$ cat config.mk
export PLATFORM = sky130hd
export DESIGN_NAME = jpeg_marker_stream_probe_flat
export DESIGN_NICKNAME = d
export VERILOG_FILES = /design/src/jmsp_pkg.sv /design/src/jmsp_if.sv /design/src/jmsp_parser.sv /design/src/jmsp_out_reg.sv /design/src/jpeg_marker_stream_probe.sv /design/src/flat_wrapper.sv
export SDC_FILE = /design/constraint.sdc
export NUM_CORES = 1
export LEC_CHECK = 0
export BUFFER_PORTS_ARGS = -buffer_cell sky130_fd_sc_hd__buf_2
export CAP_MARGIN = 5
export CELL_PAD_IN_SITES_DETAIL_PLACEMENT = 1
export CELL_PAD_IN_SITES_GLOBAL_PLACEMENT = 1
export CORE_MARGIN = 2
export CORE_UTILIZATION = 34
export DETAILED_ROUTE_END_ITERATION = 12
export HOLD_SLACK_MARGIN = 0.03
export PLACE_DENSITY_LB_ADDON = 0.1
export SETUP_SLACK_MARGIN = 0.4
export SLEW_MARGIN = 20
export SYNTH_ARGS = -nofsm -noshare
export SYNTH_HDL_FRONTEND = slang
export SYNTH_SLANG_ARGS = --single-unit
export TNS_END_PERCENT = 5
$ cat constraint.sdc
create_clock -name clk -period 7 [get_ports clk]
set_input_delay 0.7 -clock clk [delete_from_list [all_inputs] [get_ports clk]]
set_output_delay 0.7 -clock clk [all_outputs]
set_load 0.01 [all_outputs]
$ cat src/jmsp_pkg.sv
// Package with the types and constants shared by the JPEG marker stream probe.
package jmsp_pkg;

  typedef enum logic [2:0] {
    VERDICT_OK      = 3'd0,
    VERDICT_NOTJPEG = 3'd1,
    VERDICT_PROG    = 3'd2,
    VERDICT_UNSUP   = 3'd3,
    VERDICT_TRUNC   = 3'd4
  } verdict_t;

  typedef enum logic [7:0] {
    PH_SOI0 = 8'b0000_0001,
    PH_SOI1 = 8'b0000_0010,
    PH_MARK = 8'b0000_0100,
    PH_FILL = 8'b0000_1000,
    PH_LENH = 8'b0001_0000,
    PH_LENL = 8'b0010_0000,
    PH_SKIP = 8'b0100_0000,
    PH_SCAN = 8'b1000_0000
  } phase_t;

  typedef struct packed {
    logic     valid;
    verdict_t verdict;
  } result_t;

  localparam logic [7:0] BYTE_FILL   = 8'hFF;
  localparam logic [7:0] BYTE_SOI    = 8'hD8;
  localparam logic [7:0] BYTE_EOI    = 8'hD9;
  localparam logic [7:0] BYTE_SOS    = 8'hDA;
  localparam logic [7:0] BYTE_PROG   = 8'hC2;
  localparam logic [7:0] BYTE_SOF3   = 8'hC3;
  localparam logic [7:0] BYTE_SOF5   = 8'hC5;
  localparam logic [7:0] BYTE_SOF7   = 8'hC7;
  localparam logic [7:0] BYTE_SOF9   = 8'hC9;
  localparam logic [7:0] BYTE_SOF15  = 8'hCF;
  localparam logic [7:0] BYTE_TEM    = 8'h01;
  localparam logic [7:0] BYTE_RST0   = 8'hD0;
  localparam logic [7:0] BYTE_RST7   = 8'hD7;
  localparam logic [7:0] EOI_WINDOW_RESET = 8'd64;
  localparam logic [2:0] COUNT_SAT   = 3'd7;
  localparam logic [2:0] COUNT_MIN   = 3'd4;
  localparam logic [2:0] PAIR_START  = 3'd2;
  localparam logic [7:0] AGE_SAT     = 8'd255;

endpackage

$ cat src/jmsp_if.sv
// Handshake interfaces for the byte input, verdict output and window configuration channels.
interface jmsp_in_if;
  logic       valid;
  logic       ready;
  logic [7:0] data_byte;
  logic       is_last;
  modport source (output valid, output data_byte, output is_last, input ready);
  modport sink   (input valid, input data_byte, input is_last, output ready);
endinterface

interface jmsp_out_if;
  logic       valid;
  logic       ready;
  logic [2:0] verdict;
  modport source (output valid, output verdict, input ready);
  modport sink   (input valid, input verdict, output ready);
endinterface

interface jmsp_cfg_if;
  logic       valid;
  logic       ready;
  logic [7:0] data;
  modport source (output valid, output data, input ready);
  modport sink   (input valid, input data, output ready);
endinterface

$ cat src/jmsp_parser.sv
// Marker segment walker, end-of-image pair tracker and verdict logic for one byte a cycle while accept is high.
module jmsp_parser (
  input  logic               clk,
  input  logic               rst_n,
  input  logic               accept,
  input  logic [7:0]         data_byte,
  input  logic               is_last,
  input  logic [7:0]         eoi_window,
  output jmsp_pkg::result_t  result
);

  jmsp_pkg::phase_t   phase_r, phase_nxt;
  jmsp_pkg::verdict_t latched_r, latched_nxt;
  logic               vv_r, vv_nxt;
  logic [15:0]        skip_r, skip_nxt;
  logic [7:0]         len_high_r, len_high_nxt;
  logic [2:0]         count_r, count_nxt;
  logic               sos_r, sos_nxt;
  logic               prev_ff_r, prev_ff_nxt;
  logic               pair_seen_r, pair_seen_nxt;
  logic [7:0]         pair_age_r, pair_age_nxt;
  logic [15:0]        seglen;
  logic [15:0]        skip_dec;
  jmsp_pkg::verdict_t verdict;

  assign seglen   = {len_high_r, data_byte};
  assign skip_dec = (skip_r != 16'd0) ? skip_r - 16'd1 : skip_r;

  always_comb begin
    phase_nxt     = phase_r;
    latched_nxt   = latched_r;
    vv_nxt        = vv_r;
    skip_nxt      = skip_r;
    len_high_nxt  = len_high_r;
    sos_nxt       = sos_r;
    count_nxt     = (count_r < jmsp_pkg::COUNT_SAT) ? count_r + 3'd1 : count_r;
    pair_seen_nxt = pair_seen_r;
    pair_age_nxt  = (pair_seen_r && pair_age_r < jmsp_pkg::AGE_SAT) ? pair_age_r + 8'd1
                                                                     : pair_age_r;
    if (prev_ff_r && data_byte == jmsp_pkg::BYTE_EOI) begin
      pair_seen_nxt = 1'b1;
      pair_age_nxt  = 8'd1;
    end
    // The count before this byte is its position in the file, saturating at 7.
    prev_ff_nxt = (count_r >= jmsp_pkg::PAIR_START) && (data_byte == jmsp_pkg::BYTE_FILL);

    if (!vv_r) begin
      if (is_last && phase_r == jmsp_pkg::PH_MARK) begin
        vv_nxt      = 1'b1;
        latched_nxt = jmsp_pkg::VERDICT_TRUNC;
      end else begin
        case (phase_r)
          jmsp_pkg::PH_SOI0: begin
            if (data_byte != jmsp_pkg::BYTE_FILL) begin
              vv_nxt      = 1'b1;
              latched_nxt = jmsp_pkg::VERDICT_NOTJPEG;
            end else begin
              phase_nxt = jmsp_pkg::PH_SOI1;
            end
          end
          jmsp_pkg::PH_SOI1: begin
            if (data_byte != jmsp_pkg::BYTE_SOI) begin
              vv_nxt      = 1'b1;
              latched_nxt = jmsp_pkg::VERDICT_NOTJPEG;
            end else begin
              phase_nxt = jmsp_pkg::PH_MARK;
            end
          end
          jmsp_pkg::PH_MARK: begin
            if (data_byte != jmsp_pkg::BYTE_FILL) begin
              vv_nxt      = 1'b1;
              latched_nxt = jmsp_pkg::VERDICT_NOTJPEG;
            end else begin
              phase_nxt = jmsp_pkg::PH_FILL;
            end
          end
          jmsp_pkg::PH_FILL: begin
            if (data_byte == jmsp_pkg::BYTE_FILL) begin
              phase_nxt = jmsp_pkg::PH_FILL;
            end else if (data_byte == jmsp_pkg::BYTE_SOI || data_byte == jmsp_pkg::BYTE_TEM ||
                         data_byte inside {[jmsp_pkg::BYTE_RST0:jmsp_pkg::BYTE_RST7]}) begin
              phase_nxt = jmsp_pkg::PH_MARK;
            end else if (data_byte == jmsp_pkg::BYTE_EOI) begin
              vv_nxt      = 1'b1;
              latched_nxt = jmsp_pkg::VERDICT_TRUNC;
            end else if (data_byte == jmsp_pkg::BYTE_SOS) begin
              sos_nxt   = 1'b1;
              phase_nxt = jmsp_pkg::PH_SCAN;
            end else if (data_byte == jmsp_pkg::BYTE_PROG) begin
              vv_nxt      = 1'b1;
              latched_nxt = jmsp_pkg::VERDICT_PROG;
            end else if (data_byte inside {jmsp_pkg::BYTE_SOF3,
                                           [jmsp_pkg::BYTE_SOF5:jmsp_pkg::BYTE_SOF7],
                                           [jmsp_pkg::BYTE_SOF9:jmsp_pkg::BYTE_SOF15]}) begin
              vv_nxt      = 1'b1;
              latched_nxt = jmsp_pkg::VERDICT_UNSUP;
            end else begin
              phase_nxt = jmsp_pkg::PH_LENH;
            end
          end
          jmsp_pkg::PH_LENH: begin
            len_high_nxt = data_byte;
            phase_nxt    = jmsp_pkg::PH_LENL;
          end
          jmsp_pkg::PH_LENL: begin
            if (seglen < 16'd2) begin
              vv_nxt      = 1'b1;
              latched_nxt = jmsp_pkg::VERDICT_NOTJPEG;
            end else begin
              skip_nxt  = seglen - 16'd2;
              phase_nxt = (seglen != 16'd2) ? jmsp_pkg::PH_SKIP : jmsp_pkg::PH_MARK;
            end
          end
          jmsp_pkg::PH_SKIP: begin
            skip_nxt = skip_dec;
            if (skip_dec == 16'd0) begin
              phase_nxt = jmsp_pkg::PH_MARK;
            end
          end
          default: begin
            phase_nxt = phase_r;
          end
        endcase
      end
    end

    if (count_nxt < jmsp_pkg::COUNT_MIN) begin
      verdict = jmsp_pkg::VERDICT_NOTJPEG;
    end else if (vv_nxt) begin
      verdict = latched_nxt;
    end else if (!sos_nxt) begin
      verdict = jmsp_pkg::VERDICT_TRUNC;
    end else if (pair_seen_nxt && pair_age_nxt < eoi_window) begin
      verdict = jmsp_pkg::VERDICT_OK;
    end else begin
      verdict = jmsp_pkg::VERDICT_TRUNC;
    end
  end

  assign result = {accept && is_last, verdict};

  always_ff @(posedge clk) begin
    if (!rst_n || (accept && is_last)) begin
      phase_r     <= jmsp_pkg::PH_SOI0;
      latched_r   <= jmsp_pkg::VERDICT_OK;
      vv_r        <= 1'b0;
      skip_r      <= 16'd0;
      len_high_r  <= 8'd0;
      count_r     <= 3'd0;
      sos_r       <= 1'b0;
      prev_ff_r   <= 1'b0;
      pair_seen_r <= 1'b0;
      pair_age_r  <= 8'd0;
    end else if (accept) begin
      phase_r     <= phase_nxt;
      latched_r   <= latched_nxt;
      vv_r        <= vv_nxt;
      skip_r      <= skip_nxt;
      len_high_r  <= len_high_nxt;
      count_r     <= count_nxt;
      sos_r       <= sos_nxt;
      prev_ff_r   <= prev_ff_nxt;
      pair_seen_r <= pair_seen_nxt;
      pair_age_r  <= pair_age_nxt;
    end
  end

`ifndef SYNTHESIS
  a_phase_onehot: assert property (@(posedge clk) disable iff (!rst_n) $onehot(phase_r))
    else $error("parse phase is not one-hot");
  a_clear_after_last: assert property (@(posedge clk) disable iff (!rst_n)
    accept && is_last |=> count_r == 3'd0 && !vv_r && !sos_r && !pair_seen_r)
    else $error("stream state not cleared after the final byte");
  a_verdict_sticks: assert property (@(posedge clk) disable iff (!rst_n)
    accept && !is_last && vv_r |=> vv_r && latched_r == $past(latched_r))
    else $error("latched verdict changed within a file");
  a_scan_has_sos: assert property (@(posedge clk) disable iff (!rst_n)
    phase_r == jmsp_pkg::PH_SCAN |-> sos_r)
    else $error("scan phase entered without SOS");
`endif

endmodule

$ cat src/jmsp_out_reg.sv
// Result register that holds the verdict until the sink takes it.
module jmsp_out_reg (
  input  logic                clk,
  input  logic                rst_n,
  input  jmsp_pkg::result_t   result,
  input  logic                out_ready,
  output logic                out_valid,
  output logic [2:0]          out_verdict,
  output logic                can_take
);

  logic       valid_r, valid_nxt;
  logic [2:0] verdict_r;

  // A new word may enter when none is held or when the held one leaves in the same cycle.
  assign can_take  = !valid_r || out_ready;
  assign valid_nxt = result.valid || (valid_r && !out_ready);

  always_ff @(posedge clk) begin
    if (!rst_n) begin
      valid_r <= 1'b0;
    end else begin
      valid_r <= valid_nxt;
    end
  end

  always_ff @(posedge clk) begin
    if (result.valid) begin
      verdict_r <= result.verdict;
    end
  end

  assign out_valid   = valid_r;
  assign out_verdict = verdict_r;

`ifndef SYNTHESIS
  a_no_overwrite: assert property (@(posedge clk) disable iff (!rst_n)
    result.valid |-> can_take)
    else $error("verdict produced while the held word is stalled");
  a_load: assert property (@(posedge clk) disable iff (!rst_n)
    result.valid |=> valid_r && verdict_r == $past(result.verdict))
    else $error("verdict not loaded into the result register");
  a_drain: assert property (@(posedge clk) disable iff (!rst_n)
    !result.valid && valid_r && out_ready |=> !valid_r)
    else $error("result word not released after being taken");
`endif

endmodule

$ cat src/jpeg_marker_stream_probe.sv
// Top level of the JPEG marker stream probe: channels, window register and submodules.
// Takes a JPEG file one byte per clock cycle (is_last marks the final byte) and returns
// one verdict word per file: 0 ok baseline, 1 not JPEG, 2 progressive, 3 unsupported
// variant, 4 truncated. Every byte is handled in the cycle it is accepted, so the input
// sustains one byte per cycle; the verdict enters the result register in the cycle after
// the final byte is accepted. Input ready drops only while a verdict word waits in the
// result register and the sink is not taking it. The end-of-image search window is one
// 8-bit register (reset 64), written through the configuration channel, which is always
// ready; write it only between files.
module jpeg_marker_stream_probe (
  input  logic              clk,
  input  logic              rst_n,
  jmsp_in_if.sink           in_ch,
  jmsp_out_if.source        out_ch,
  jmsp_cfg_if.sink          cfg_ch
);

  logic              in_accept;
  logic              can_take;
  logic [7:0]        eoi_window_r;
  jmsp_pkg::result_t result;

  assign cfg_ch.ready = 1'b1;
  assign in_ch.ready  = can_take;
  assign in_accept    = in_ch.valid && can_take;

  always_ff @(posedge clk) begin
    if (!rst_n) begin
      eoi_window_r <= jmsp_pkg::EOI_WINDOW_RESET;
    end else if (cfg_ch.valid) begin
      eoi_window_r <= cfg_ch.data;
    end
  end

  jmsp_parser u_parser (
    .clk        (clk),
    .rst_n      (rst_n),
    .accept     (in_accept),
    .data_byte  (in_ch.data_byte),
    .is_last    (in_ch.is_last),
    .eoi_window (eoi_window_r),
    .result     (result)
  );

  jmsp_out_reg u_out_reg (
    .clk         (clk),
    .rst_n       (rst_n),
    .result      (result),
    .out_ready   (out_ch.ready),
    .out_valid   (out_ch.valid),
    .out_verdict (out_ch.verdict),
    .can_take    (can_take)
  );

endmodule

$ cat src/flat_wrapper.sv
// flat-port wrapper written by rule: the top's interface ports become plain ports
module jpeg_marker_stream_probe_flat 
  (clk, rst_n, in_ch_valid, in_ch_data_byte, in_ch_is_last, in_ch_ready, out_ch_valid, out_ch_verdict, out_ch_ready, cfg_ch_valid, cfg_ch_data, cfg_ch_ready);
  jmsp_in_if in_ch_i ();
  jmsp_out_if out_ch_i ();
  jmsp_cfg_if cfg_ch_i ();
  input  logic clk;
  input  logic rst_n;
  input wire logic [$bits(in_ch_i.valid)-1:0] in_ch_valid;
  input wire logic [$bits(in_ch_i.data_byte)-1:0] in_ch_data_byte;
  input wire logic [$bits(in_ch_i.is_last)-1:0] in_ch_is_last;
  output wire logic [$bits(in_ch_i.ready)-1:0] in_ch_ready;
  output wire logic [$bits(out_ch_i.valid)-1:0] out_ch_valid;
  output wire logic [$bits(out_ch_i.verdict)-1:0] out_ch_verdict;
  input wire logic [$bits(out_ch_i.ready)-1:0] out_ch_ready;
  input wire logic [$bits(cfg_ch_i.valid)-1:0] cfg_ch_valid;
  input wire logic [$bits(cfg_ch_i.data)-1:0] cfg_ch_data;
  output wire logic [$bits(cfg_ch_i.ready)-1:0] cfg_ch_ready;
  assign in_ch_i.valid = in_ch_valid;
  assign in_ch_i.data_byte = in_ch_data_byte;
  assign in_ch_i.is_last = in_ch_is_last;
  assign in_ch_ready = in_ch_i.ready;
  assign out_ch_valid = out_ch_i.valid;
  assign out_ch_verdict = out_ch_i.verdict;
  assign out_ch_i.ready = out_ch_ready;
  assign cfg_ch_i.valid = cfg_ch_valid;
  assign cfg_ch_i.data = cfg_ch_data;
  assign cfg_ch_ready = cfg_ch_i.ready;
  jpeg_marker_stream_probe u_core (.clk(clk), .rst_n(rst_n), .in_ch(in_ch_i), .out_ch(out_ch_i), .cfg_ch(cfg_ch_i));
endmodule
==> results.json <==
{
  "p_comb_frac": 0.072,
  "start_util": 0.352,
  "synth-async-reset-ratio": 0,
  "outcome": "finished clean",
  "final_nets": 597,
  "finalMaxSlewViolations": 0,
  "synth_edf_count": 3,
  "crit_required_ns": 7.07,
  "syn-num-nets": 600,
  "viasPerCell": 5.69,
  "numPlacedInstances": 719,
  "wl_per_cell_um": 18.4,
  "muxShareOfSynthArea": 0.0378,
  "power_switching_uw": 216,
  "via_count": 4181,
  "synth_compound_area_frac": 0.227,
  "final_cell_mix": "nor2_1 (69), dfxtp_1 (59), nand2_1 (47)",
  "clk-insertion-delay-late_ns": 0.34,
  "clockRootBuffer": "clkbuf_16",
  "finalHoldViolCount": 0,
  "layout_min_cycle_time_ns": 3.66,
  "synth-simple-area-share": 0.293,
  "p_seq_frac": 0.420,
  "fmax_mhz": 273,
  "first_pass_iters": 4,
  "cts_hold_buf": 0,
  "synthCells": 565,
  "final_cells": 735,
  "dp_hpwl_um": 10100,
  "clk_pin_slew_ns": 0.06,
  "startpoint_type": "input pin",
  "route.detailed.drc": 0,
  "slew_headroom": 0.410,
  "worst_path_largest_cell_delay_ns": 0.47,
  "antenna_left": 0,
  "grt_pass1_vias": 4277,
  "arrival_ns": 3.74,
  "die_w_um": 116,
  "end_kind": "flip-flop",
  "min_period_over_period": 0.523,
  "fin_skew_ns": 0.00846,
  "synth_top_family_by_area": "simple AND/OR/NAND/NOR gates",
  "h-tree-depth": 3,
  "syn_area_um2": 4270,
  "grtUsageTotal": 0.218,
  "antenna_found_initial": 0,
  "p_leak_uw": 0.00184,
  "synth_top_flop_cell": "dfxtp_1",
  "core_um2": 12100,
  "post-cts-setup-buffers": 0,
  "pwr-share-clk": 0.509,
  "swShare": 0.248,
  "grt_overflow": 0,
  "ir_drop_mv": 0.110,
  "num_rows": 40,
  "ys_warn_count": 0,
  "dieArea_um2": 13500,
  "layout_commonest_cell": "nor2_1",
  "grt_first_pass_wirelength_um": 22800,
  "path_class": "in -> reg",
  "holdCritStartpoint": "u_core.u_parser.prev_ff_r",
  "worst-slew-pin-transition_ns": 0.878,
  "cts_tree": "built",
  "placed_area_um2": 4450,
  "num_antenna_cells": 0,
  "cp_slowest_cell": "nor3_1",
  "cts_buffer_depth": 2,
  "routed_wl_um": 13500,
  "rsz0062_at_grt": "no",
  "synth-xor-area-share": 0.0513,
  "cp_cell_sequence": "buf_2, or3_1, nor3_1, and2_1, nor2_1, ha_1, a21oi_1, nor2b_1, o21ai_0, o221ai_1, nor4_1, o221ai_1, nor2b_1",
  "ys_seq_area_frac": 0.298,
  "drt_iter0_markers": 201,
  "die_h_um": 116,
  "synth.distinct_cells": 69,
  "cap_violations": 0,
  "place_congestion": 0.863,
  "io_buffers": 26,
  "p_per_area_nw_per_um2": 183,
  "power.internal_uw": 655,
  "setup_violations": 0,
  "fin_setup_tns_ns": 0,
  "timing.rr.start": "u_core.u_parser.skip_r[0]",
  "ios": 28,
  "avgSynthCellArea_um2": 7.55,
  "whs_ns": 0.504,
  "min_path_type": "reg -> reg",
  "cp_max_fo": 12,
  "drive_gt1_frac": 0.108,
  "startpoint": "in_ch_data_byte[1]",
  "grt_max_degree": 39,
  "ctsResizeCount": 0,
  "synth-adder-area-share": 0.0381,
  "syn2layout_area_growth_pct": 11.3,
  "cts_buffers": 9,
  "ys_ff_latch": 62,
  "clock_sinks": 62,
  "fin_area_um2": 4750
}
-- sequential cells by signal, summed over array words and instances (netlist names) --
register                      cells
u_core.u_parser.count_r           3
u_core.u_parser.pair_seen_r       1
u_core.u_parser.vv_r              1
u_core.u_parser.latched_r         3
u_core.u_parser.len_high_r        8
u_core.u_parser.sos_r             1
u_core.u_parser.prev_ff_r         1
u_core.u_parser.phase_r           8
u_core.u_parser.pair_age_r        8
u_core.eoi_window_r               8
u_core.u_out_reg.out_verdict      3
u_core.u_out_reg.out_valid        1
u_core.u_parser.skip_r           16
-- final cells by class --
cell class | count | area, um^2
Clock inverter | 7 | 65.1
Sequential cell | 62 | 1270
Multi-Input combinational cell | 446 | 2780
Timing Repair Buffer | 28 | 145
Clock buffer | 9 | 225
Inverter | 15 | 56.3
Tap cell | 168 | 210
Fill cell | 1511 | 7360
-- through the flow --
stage / worst slack (ns) / utilization / total power [uW]
6_report: 3.34 / 0.392 / 871
5_1_grt: 2.99 / 0.392 / 905
4_1_cts: 3.36 / 0.392 / 885
3_5_place_dp: 3.01 / 0.368 / 436
3_3_place_gp: 3.14 / 0.368 / 434
2_1_floorplan: 3.40 / - / 413
-- routing by layer --
metal  GRT usage  vias to the layer above  wire length [um]
li1            -                     2063                 -
met1       0.283                     2029              6320
met2       0.362                       65              6480
met3      0.0288                       24               353
met4       0.101                        0               343
met5           0                        -                 0
-- critical path, delay by kind of cell --
kind | cells | cell delay [ns]
AO/OA/AOI/OAI | 4 | 0.59
adder cells (fa/ha/maj) | 1 | 0.34
buffers and inverters | 1 | 0.14
AND/OR/NAND/NOR | 7 | 1.96
-- power groups by stage --
stage / sequential (uW) / combinational [uW] / clock (uW)
3_5_place_dp: 373 / 63.2 / 0
6_report: 365 / 62.4 / 443
4_1_cts: 365 / 63.3 / 456
3_3_place_gp: 373 / 61.5 / 0
2_1_floorplan: 371 / 41.6 / 0
5_1_grt: 366 / 70.7 / 468
-- final timing paths --
kind / endpoint / slack, ns / depth (start not counted)
worst max-delay path: u_core.u_out_reg.out_verdict[2] / 3.34 / 13
worst min-delay path: u_core.u_parser.prev_ff_r / 0.50 / 2
worst max register to register: u_core.u_parser.phase_r[2] / 3.78 / 9
worst min register to register: u_core.u_parser.prev_ff_r / 0.50 / 2
-- cell families (layout without fill, tap and decap cells) --
group | Yosys count | after routing
compound gates | 147 | 147
fa+ha+maj | 13 | 13
mux | 16 | 16
xor+xnor | 25 | 25
simple gates | 244 | 244
flops | 62 | 62
other cells | 1 | 1
buf+inv | 57 | 59
-- cell usage after synthesis, types with 4 or more instances --
cell type	n	area [um^2]
ha_1	13	163
nand4_1	13	81.3
inv_1	15	56.3
nor4_1	6	37.5
a31oi_1	7	43.8
clkbuf_1	36	135
nor2_1	70	263
o221a_2	4	45.0
or4_1	7	52.6
and2_1	6	37.5
a211oi_1	8	60.1
a22oi_1	6	45.0
xor2_1	14	123
mux2i_1	15	150
a21oi_1	35	175
nor2b_1	12	75.1
xnor2_1	11	96.3
nand2_1	47	176
dfxtp_1	59	1180
nand2b_1	6	37.5
nor3_1	21	105
nand3_1	23	115
nand3b_1	5	37.5
and3_1	5	31.3
o211ai_1	6	45.0
o22ai_1	5	31.3
o21a_1	6	45.0
o21ai_0	36	180
Power figures use the tool's default switching activity.
